[src/hdl/ihex_pkg.sv]
// ----------------------------------------------------------------------------
// ihex_pkg
// shared codes, constants and helpers for the hex record parser
// ----------------------------------------------------------------------------
package ihex_pkg;

    // image limits and vector placement
    localparam int IMAGE_ADDR_BITS = 24;
    localparam int VECTOR_TOP_BYTE = 3;
    localparam int VEC_SHIFT       = ((VECTOR_TOP_BYTE - 1) % 4) * 8;
    localparam logic [24:0] IMAGE_CAP = (IMAGE_ADDR_BITS >= 24) ? 25'h0FF_FFFF
                                      : (25'd1 << IMAGE_ADDR_BITS);

    // result kinds
    localparam logic [1:0] KIND_DATA   = 2'd0;
    localparam logic [1:0] KIND_ACCEPT = 2'd1;
    localparam logic [1:0] KIND_REJECT = 2'd2;

    // error codes
    localparam logic [2:0] ERR_NONE     = 3'd0;
    localparam logic [2:0] ERR_NO_COLON = 3'd1;
    localparam logic [2:0] ERR_BAD_HEX  = 3'd2;
    localparam logic [2:0] ERR_CHECKSUM = 3'd3;
    localparam logic [2:0] ERR_EMPTY    = 3'd4;
    localparam logic [2:0] ERR_VEC_LEN  = 3'd5;
    localparam logic [2:0] ERR_START_LEN = 3'd6;
    localparam logic [2:0] ERR_OVERFLOW = 3'd7;

    // configuration register indexes
    localparam logic [1:0] CFG_DATA_TYPE   = 2'd0;
    localparam logic [1:0] CFG_VECTOR_TYPE = 2'd1;
    localparam logic [1:0] CFG_START_TYPE  = 2'd2;

    // characters
    localparam logic [7:0] CHAR_COLON = 8'h3A;
    localparam logic [7:0] CHAR_LF    = 8'h0A;

    typedef struct packed {
        logic       ok;
        logic [3:0] nib;
    } hex_digit_t;

    function automatic hex_digit_t hex_value(input logic [7:0] c);
        hex_digit_t d;
        d.ok  = 1'b1;
        d.nib = 4'd0;
        if (c >= 8'h30 && c <= 8'h39)
        begin
            d.nib = 4'(c - 8'h30);
        end
        else if (c >= 8'h41 && c <= 8'h46)
        begin
            d.nib = 4'(c - 8'h37);
        end
        else if (c >= 8'h61 && c <= 8'h66)
        begin
            d.nib = 4'(c - 8'h57);
        end
        else
        begin
            d.ok = 1'b0;
        end
        return d;
    endfunction

endpackage

[src/hdl/intel_hex_record_parser.sv]
// ----------------------------------------------------------------------------
// intel_hex_record_parser
// result: a result is loaded into the output register in the cycle after its char
// throughput: one char per cycle when not stalled; the whole decode and state update
//   is one combinational pass from the char port into the state and result registers
// reset: async active low, parser waits for a colon, config takes default codes
// ----------------------------------------------------------------------------
module intel_hex_record_parser
(
    input  logic        clk,
    input  logic        rst_n,

    // configuration write channel
    input  logic        cfg_valid,
    output logic        cfg_ready,
    input  logic [1:0]  cfg_index,
    input  logic [7:0]  cfg_data,

    // char input channel
    input  logic        in_valid,
    output logic        in_stall,
    input  logic [7:0]  char_in,

    // result channel
    output logic        out_valid,
    input  logic        out_stall,
    output logic [1:0]  result_kind,
    output logic [7:0]  data_byte,
    output logic [23:0] image_offset,
    output logic [7:0]  record_kind,
    output logic [2:0]  error_code,
    output logic [23:0] image_size,
    output logic [31:0] vector_address,
    output logic [31:0] start_address
);

    // parser phases
    localparam logic [1:0] PH_COLON = 2'd0;
    localparam logic [1:0] PH_PAIRS = 2'd1;
    localparam logic [1:0] PH_SKIP  = 2'd2;

    // configuration
    logic [7:0]  data_code_reg;
    logic [7:0]  vector_code_reg;
    logic [7:0]  start_code_reg;

    // parser state
    logic [1:0]  phase_reg,       phase_next;
    logic        nibble_high_reg, nibble_high_next;
    logic [8:0]  pair_count_reg,  pair_count_next;
    logic [7:0]  byte_build_reg,  byte_build_next;
    logic [7:0]  rec_length_reg,  rec_length_next;
    logic [15:0] rec_addr_reg,    rec_addr_next;
    logic [7:0]  rec_type_reg,    rec_type_next;
    logic [7:0]  run_sum_reg,     run_sum_next;
    logic [31:0] pending_reg,     pending_next;
    logic [23:0] packed_size_reg, packed_size_next;
    logic [31:0] vector_reg,      vector_next;
    logic [31:0] start_reg,       start_next;
    logic        stopped_reg,     stopped_next;

    // output register
    logic        out_valid_reg,   out_valid_next;
    logic [1:0]  kind_reg;
    logic [7:0]  byte_reg;
    logic [23:0] offset_reg;
    logic [7:0]  rkind_reg;
    logic [2:0]  err_reg;
    logic [23:0] size_reg;
    logic [31:0] vaddr_reg;
    logic [31:0] saddr_reg;

    // result of this char
    logic        res_fire;
    logic [1:0]  res_kind;
    logic [7:0]  res_byte;
    logic [23:0] res_offset;
    logic [7:0]  res_rkind;
    logic [2:0]  res_err;

    logic                accept_in;
    ihex_pkg::hex_digit_t digit;
    logic [7:0]          byte_val;
    logic [8:0]          data_idx;
    logic                in_data;
    logic [7:0]          sum_ck;
    logic [24:0]         grown_size;

    // the output register is the only buffer: a new char is taken whenever
    // the slot is empty or its item leaves this cycle
    assign in_stall  = out_valid_reg && out_stall;
    assign accept_in = in_valid && !in_stall;
    assign cfg_ready = 1'b1;

    assign digit      = ihex_pkg::hex_value(char_in);
    assign byte_val   = {byte_build_reg[7:4], digit.nib};
    assign data_idx   = pair_count_reg - 9'd4;
    assign in_data    = (pair_count_reg >= 9'd4) && (data_idx < {1'b0, rec_length_reg});
    assign sum_ck     = run_sum_reg + byte_val;
    assign grown_size = {1'b0, packed_size_reg} + {17'd0, rec_length_reg};

    always_comb
    begin
        phase_next       = phase_reg;
        nibble_high_next = nibble_high_reg;
        pair_count_next  = pair_count_reg;
        byte_build_next  = byte_build_reg;
        rec_length_next  = rec_length_reg;
        rec_addr_next    = rec_addr_reg;
        rec_type_next    = rec_type_reg;
        run_sum_next     = run_sum_reg;
        pending_next     = pending_reg;
        packed_size_next = packed_size_reg;
        vector_next      = vector_reg;
        start_next       = start_reg;
        stopped_next     = stopped_reg;

        res_fire   = 1'b0;
        res_kind   = ihex_pkg::KIND_DATA;
        res_byte   = 8'd0;
        res_offset = 24'd0;
        res_rkind  = rec_type_reg;
        res_err    = ihex_pkg::ERR_NONE;

        if (accept_in && !stopped_reg)
        begin
            unique case (phase_reg)
                PH_SKIP:
                begin
                    // everything up to the line feed is dropped
                    if (char_in == ihex_pkg::CHAR_LF)
                    begin
                        phase_next = PH_COLON;
                    end
                end
                PH_COLON:
                begin
                    if (char_in != ihex_pkg::CHAR_COLON)
                    begin
                        res_fire     = 1'b1;
                        res_kind     = ihex_pkg::KIND_REJECT;
                        res_rkind    = 8'd0;
                        res_err      = ihex_pkg::ERR_NO_COLON;
                        stopped_next = 1'b1;
                    end
                    else
                    begin
                        phase_next       = PH_PAIRS;
                        nibble_high_next = 1'b0;
                        pair_count_next  = 9'd0;
                        byte_build_next  = 8'd0;
                        rec_length_next  = 8'd0;
                        rec_addr_next    = 16'd0;
                        rec_type_next    = 8'd0;
                        run_sum_next     = 8'd0;
                        pending_next     = 32'd0;
                    end
                end
                PH_PAIRS:
                begin
                    if (!digit.ok)
                    begin
                        res_fire     = 1'b1;
                        res_kind     = ihex_pkg::KIND_REJECT;
                        res_err      = ihex_pkg::ERR_BAD_HEX;
                        stopped_next = 1'b1;
                    end
                    else if (!nibble_high_reg)
                    begin
                        byte_build_next  = {digit.nib, 4'd0};
                        nibble_high_next = 1'b1;
                    end
                    else
                    begin
                        nibble_high_next = 1'b0;
                        byte_build_next  = byte_val;
                        pair_count_next  = pair_count_reg + 9'd1;
                        priority if (pair_count_reg == 9'd0)
                        begin
                            rec_length_next = byte_val;
                            run_sum_next    = sum_ck;
                        end
                        else if (pair_count_reg == 9'd1)
                        begin
                            rec_addr_next = {byte_val, 8'd0};
                            run_sum_next  = sum_ck;
                        end
                        else if (pair_count_reg == 9'd2)
                        begin
                            rec_addr_next = {rec_addr_reg[15:8], byte_val};
                            run_sum_next  = sum_ck;
                        end
                        else if (pair_count_reg == 9'd3)
                        begin
                            rec_type_next = byte_val;
                            run_sum_next  = sum_ck;
                        end
                        else if (in_data)
                        begin
                            run_sum_next = sum_ck;
                            pending_next = {pending_reg[23:0], byte_val};
                            // data bytes go out tentatively, before the checksum
                            if (rec_type_reg == data_code_reg)
                            begin
                                res_fire   = 1'b1;
                                res_kind   = ihex_pkg::KIND_DATA;
                                res_byte   = byte_val;
                                res_offset = packed_size_reg + {16'd0, data_idx[7:0]};
                            end
                        end
                        else
                        begin
                            // checksum pair: checksum, then length rule, then overflow
                            phase_next = PH_SKIP;
                            res_fire   = 1'b1;
                            res_kind   = ihex_pkg::KIND_REJECT;
                            if (sum_ck != 8'd0)
                            begin
                                res_err = ihex_pkg::ERR_CHECKSUM;
                            end
                            else if (rec_type_reg == data_code_reg)
                            begin
                                if (rec_length_reg == 8'd0)
                                begin
                                    res_err = ihex_pkg::ERR_EMPTY;
                                end
                                else if (grown_size > ihex_pkg::IMAGE_CAP)
                                begin
                                    res_err = ihex_pkg::ERR_OVERFLOW;
                                end
                                else
                                begin
                                    packed_size_next = grown_size[23:0];
                                    res_kind         = ihex_pkg::KIND_ACCEPT;
                                end
                            end
                            else if (rec_type_reg == vector_code_reg)
                            begin
                                if (rec_length_reg != 8'd2)
                                begin
                                    res_err = ihex_pkg::ERR_VEC_LEN;
                                end
                                else
                                begin
                                    vector_next = vector_reg
                                        | ({16'd0, pending_reg[15:0]} << ihex_pkg::VEC_SHIFT)
                                        | {16'd0, rec_addr_reg};
                                    res_kind = ihex_pkg::KIND_ACCEPT;
                                end
                            end
                            else if (rec_type_reg == start_code_reg)
                            begin
                                if (rec_length_reg != 8'd4)
                                begin
                                    res_err = ihex_pkg::ERR_START_LEN;
                                end
                                else
                                begin
                                    start_next = start_reg | pending_reg;
                                    res_kind   = ihex_pkg::KIND_ACCEPT;
                                end
                            end
                            else
                            begin
                                // unknown types pass without action
                                res_kind = ihex_pkg::KIND_ACCEPT;
                            end

                            if (res_kind == ihex_pkg::KIND_REJECT)
                            begin
                                stopped_next = 1'b1;
                            end
                        end
                    end
                end
                default:
                begin
                    phase_next = PH_COLON;
                end
            endcase
        end
    end

    // slot stays full while stalled, reloads on a new result
    assign out_valid_next = res_fire || (out_valid_reg && out_stall);

    // configuration registers
    always_ff @(posedge clk or negedge rst_n)
    begin
        if (!rst_n)
        begin
            data_code_reg   <= 8'd0;
            vector_code_reg <= 8'd4;
            start_code_reg  <= 8'd5;
        end
        else if (cfg_valid && cfg_ready)
        begin
            unique case (cfg_index)
                ihex_pkg::CFG_DATA_TYPE:   data_code_reg   <= cfg_data;
                ihex_pkg::CFG_VECTOR_TYPE: vector_code_reg <= cfg_data;
                ihex_pkg::CFG_START_TYPE:  start_code_reg  <= cfg_data;
                default:
                begin
                    // unused index, write dropped
                end
            endcase
        end
    end

    // parser state and output valid
    always_ff @(posedge clk or negedge rst_n)
    begin
        if (!rst_n)
        begin
            phase_reg       <= PH_COLON;
            nibble_high_reg <= 1'b0;
            pair_count_reg  <= 9'd0;
            byte_build_reg  <= 8'd0;
            rec_length_reg  <= 8'd0;
            rec_addr_reg    <= 16'd0;
            rec_type_reg    <= 8'd0;
            run_sum_reg     <= 8'd0;
            pending_reg     <= 32'd0;
            packed_size_reg <= 24'd0;
            vector_reg      <= 32'd0;
            start_reg       <= 32'd0;
            stopped_reg     <= 1'b0;
            out_valid_reg   <= 1'b0;
        end
        else
        begin
            phase_reg       <= phase_next;
            nibble_high_reg <= nibble_high_next;
            pair_count_reg  <= pair_count_next;
            byte_build_reg  <= byte_build_next;
            rec_length_reg  <= rec_length_next;
            rec_addr_reg    <= rec_addr_next;
            rec_type_reg    <= rec_type_next;
            run_sum_reg     <= run_sum_next;
            pending_reg     <= pending_next;
            packed_size_reg <= packed_size_next;
            vector_reg      <= vector_next;
            start_reg       <= start_next;
            stopped_reg     <= stopped_next;
            out_valid_reg   <= out_valid_next;
        end
    end

    // result payload, loaded only with a new result
    always_ff @(posedge clk)
    begin
        if (res_fire)
        begin
            kind_reg   <= res_kind;
            byte_reg   <= res_byte;
            offset_reg <= res_offset;
            rkind_reg  <= res_rkind;
            err_reg    <= res_err;
            size_reg   <= packed_size_next;
            vaddr_reg  <= vector_next;
            saddr_reg  <= start_next;
        end
    end

    assign out_valid      = out_valid_reg;
    assign result_kind    = kind_reg;
    assign data_byte      = byte_reg;
    assign image_offset   = offset_reg;
    assign record_kind    = rkind_reg;
    assign error_code     = err_reg;
    assign image_size     = size_reg;
    assign vector_address = vaddr_reg;
    assign start_address  = saddr_reg;

`ifndef NO_ASSERTIONS
    // a stop is permanent until reset
    a_stop_sticky: assert property (@(posedge clk) disable iff (!rst_n)
        stopped_reg |=> stopped_reg)
        else $error("stop flag cleared");

    // input is only held off by a waiting result
    a_stall_cause: assert property (@(posedge clk) disable iff (!rst_n)
        in_stall |-> out_valid)
        else $error("input stalled with empty output slot");

    // a shown reject has latched the stop
    a_reject_stops: assert property (@(posedge clk) disable iff (!rst_n)
        (out_valid && result_kind == ihex_pkg::KIND_REJECT) |-> stopped_reg)
        else $error("reject without stop");

    // accepted records carry no error
    a_accept_clean: assert property (@(posedge clk) disable iff (!rst_n)
        (out_valid && result_kind == ihex_pkg::KIND_ACCEPT)
            |-> (error_code == ihex_pkg::ERR_NONE))
        else $error("accept with error code");
`endif

endmodule
[config.mk]
export PLATFORM = sky130hd
export DESIGN_NAME = intel_hex_record_parser
export DESIGN_NICKNAME = d
export VERILOG_FILES = /design/src/hdl/ihex_pkg.sv /design/src/hdl/intel_hex_record_parser.sv
export SDC_FILE = /design/constraint.sdc
export NUM_CORES = 1
export LEC_CHECK = 0
export ABC_AREA = 1
export BUFFER_PORTS_ARGS = -buffer_cell sky130_fd_sc_hd__buf_4
export CAP_MARGIN = 10
export CELL_PAD_IN_SITES_DETAIL_PLACEMENT = 0
export CELL_PAD_IN_SITES_GLOBAL_PLACEMENT = 2
export CORE_ASPECT_RATIO = 0.7
export CORE_MARGIN = 1.5
export CORE_UTILIZATION = 35
export CTS_CLUSTER_DIAMETER = 30
export DETAILED_ROUTE_END_ITERATION = 12
export MAX_ROUTING_LAYER = met4
export PLACE_DENSITY_LB_ADDON = 0.25
export RECOVER_POWER = 50
export SETUP_SLACK_MARGIN = 0.3
export SLEW_MARGIN = 20
export SYNTH_ARGS = -nofsm -noshare
export SYNTH_HDL_FRONTEND = slang
export SYNTH_SLANG_ARGS = --single-unit
[constraint.sdc]
create_clock -name clk -period 5.09 [get_ports clk]
set_input_delay 0.2545 -clock clk [delete_from_list [all_inputs] [get_ports clk]]
set_output_delay 0.2545 -clock clk [all_outputs]
set_load 0.01 [all_outputs]
==> summary.txt <==
Critical path
  • Worst-path fanout max: 37
  • Crit path DAT: around 4.5 ns
  • Crit-path max cell delay: 1.35 ns
  • CP Cell Sequence: inv_1 > nor2_1 > clkbuf_1 > nand2_1 > nand2_1 > clkinv_1 > nand3_1 > inv_1 > o21ai_1 > o21ai_0
  • CP Capture Type: flop
  • Levels on crit path: 10
  • R2r startpoint: phase_reg[0]
  • Reg2reg end: rec_length_reg[0]
  • Worst path required time: 5.50 ns
  • Register-to-Register Path Depth: 10
  • WS Path Type: flop to flop
  • Crit path max-delay family: buffers and inverters
  • Worst reg2reg setup slack: 0.97 ns
  • Buf+Inv Stages, Crit Path: 4
  • Critical path's slowest cell: clkbuf_1
  • CP Launch Type: flop

Finish
  • Fill count: 4160
  • Fin cells: 2254
  • Final Util: 43.7%
  • Fraction of layout cells with a size suffix above 1: 14.0%
  • Area growth syn-to-layout: 23.0%
  • Sequential standard cell area: 9050 um2
  • Area of the multi-input gates: a little over 5000 um2
  • Antenna diodes: 0
  • Post-layout net count: 1717

Routing
  • DR vias: 10700
  • Vias/cell: 4.75
  • Drt pass-1 iters: 5
  • Wirelength per Cell: 17.5 um
  • DRC viols: 0
  • Antenna Nets Post-Route: 0
  • Drt total wl: 39.5 mm
  • Initial drt markers: ~830

Die
  • Die Footprint: 44400 um2
  • Die Y: roughly 180 um
  • I/O pin count: ~160
  • Die Width: between 200 and 300 um
  • Core Rows: 63
  • Initial core utilization: 35.5%
  • Core footprint: 42500 um2

Clocking
  • Root Buffer: clkbuf_16
  • # clock sinks: between 300 and 400
  • Hold buffers post-CTS: 10
  • H-tree Lvls: 2
  • Cts repair resizes: 0
  • CTS tree: built
  • Skew-Pair Late Insertion Delay: roughly 0.60 ns
  • Total setup buffers inserted after CTS: 0
  • CTS Buf Count: 61
  • Max Root-Sink Buffers: 3
  • Clock transition at path regs: 0.05 ns

Run status
  • Failing checks: max-capacitance violations, max-slew violations
  • Outcome: finished with violations

Yosys
  • FFs w/ async S/R, synth: 60.3%
  • Area leader, netlist: dfrtp_1
  • Yosys reg bits: approximately 340
  • Avg Inst Size Synth: ~10 um2
  • Most frequent cell after synthesis: nand2_1
  • Post-synth EDFFs: roughly 130
  • Warnings from Yosys: 0
  • Top cells by count, synth: nand2_1, dfrtp_1, inv_1
  • Syn Inst Count: 1443
  • Post-Syn Area: 15100 um2
  • Top-area cell type share of the netlist area: 33.0%
  • Seq/Total Area, Yosys: 59.9%
  • Mapped Nets: 1511
  • Main synth FF type: dfrtp_1
  • Yosys cell types: 53
  • Top cells by area, synth: dfrtp_1, edfxtp_1, nand2_1, inv_1, ha_1

Pwr
  • VDD IR max: about 280 uV
  • PwrDens: around 380 nW/um2
  • P_leak: 7.80 nW

GRT
  • GRT Util Overall: 18.5%
  • Initial antenna violation count: 0
  • GR Util met1: 27.5%
  • Met3 Resource Use GR: approximately 3.8%
  • Vias in the first global route: 10500
  • Global route overflow: 0
  • Met2 global-route usage: between 20 and 30%
  • First-pass GRT wire length: 61.7 mm
  • Largest net degree at the start of global routing: approximately 110
  • GR peak layer: met1

Placed design
  • Final GP Congestion: approximately 0.9
  • I/O Buffers: 157
  • Final HPWL DP: about 28 mm
  • Dpl cells: ~2100

STA
  • Fmax: 0.242 GHz
  • Relative slew slack: -88.5%
  • Clock Skews: around 0.037 ns
  • Finish-stage setup viols: 0
  • Hold Vio Cnt, Final: 0
  • Sum Neg Setup Slack: 0 ns
  • Tmin final: 4.12 ns
  • Count of pins over their slew limit: between 100 and 150
  • Period utilization: 81.0%
  • Unrepaired setup endpoints after global routing: false
  • Actual slew at the worst max-slew pin: 2.83 ns

Min path
  • Hold Path Stages: 3
  • Hold/Removal Path Class: primary input to flop
  • Hold endpoint: data_byte[2]
  • Hold Crit Start: char_in[2]

Run
  • Max cap viols: 2
[through the flow]
stage | instance area [um2] | power (mW) | hold slack, ns | setup WS (ns)
after floorplan | 15100 | 2.98 | -0.0411 | 1.01
after global placement | 16900 | 3.05 | 0.436 | 0.912
after detailed placement | 16900 | 3.06 | 0.436 | 0.919
after CTS | 19100 | 7.15 | 0.160 | 1.09
after global routing | 18600 | 7.31 | 0.181 | 0.467
final | 18600 | 7.06 | 0.175 | 0.966
[how the worst max path moves through the flow]
stage,from,to
finish,phase_reg[0],rec_length_reg[0]
global route,rst_n,rec_length_reg[2]
CTS,pair_count_reg[2],image_size[2]
floorplan,pair_count_reg[2],data_byte[0]
detailed placement,char_in[0],start_address[9]
global placement,char_in[0],start_address[11]
[kinds of logic after synthesis]
family	count (synthesis)	synth area share [%]
flip-flops	335	59.9
adder cells (fa/ha/maj)	45	3.88
AO/OA/AOI/OAI	251	10.8
multiplexers	6	0.414
AND/OR/NAND/NOR	539	16.3
buffers and inverters	217	5.82
other	1	0.0248
XOR/XNOR	49	2.84
[cell usage in the layout (no fill, tap or decap), types with 10 or more instances in the layout]
master and n:
ha_1 42, edfxtp_1 133, o21bai_2 20, nor2_1 98, buf_4 23, nor3_1 19, o21ai_0 66, nand2_1 277
xor2_1 32, inv_1 174, o21bai_1 26, nand3_1 63, a31o_2 21, a21oi_1 33, dlygate4sd3_1 10, clkbuf_16 63
o21ai_1 44, dfrtp_1 199, xnor2_1 17, clkbuf_1 144, nand4_1 20, nor2_2 11
[power breakdown]
group	switching [mW]	internal [mW]
Clock	1.46	2.59
Sequential	0.0213	2.83
Combinational	0.0997	0.0585
Total	1.58	5.47
[routing by layer]
metal	part of all wire, %	vias up
met4	1.8	0
met3	5.0	56
met1	52	5129
li1	-	5265
met5	0	-
met2	41	250
[worst reg2reg max path: stages (launching register included)]
cell	delay, ns
dfrtp_1	0.44
inv_1	0.11
nor2_1	0.16
clkbuf_1	1.35
nand2_1	0.34
nand2_1	0.21
clkinv_1	0.10
nand3_1	0.23
inv_1	0.25
o21ai_1	0.58
o21ai_0	0.17
[final cells by class]
class,count,share of cell area [%]
inverters,185,3.75
well taps,552,3.72
flip-flops and latches,335,48.7
multi-input cells,891,27.9
clock buffers,73,8.85
repair buffers,175,4.60
clock inverters,43,2.46
No activity file was read; power rests on OpenSTA's default activity.
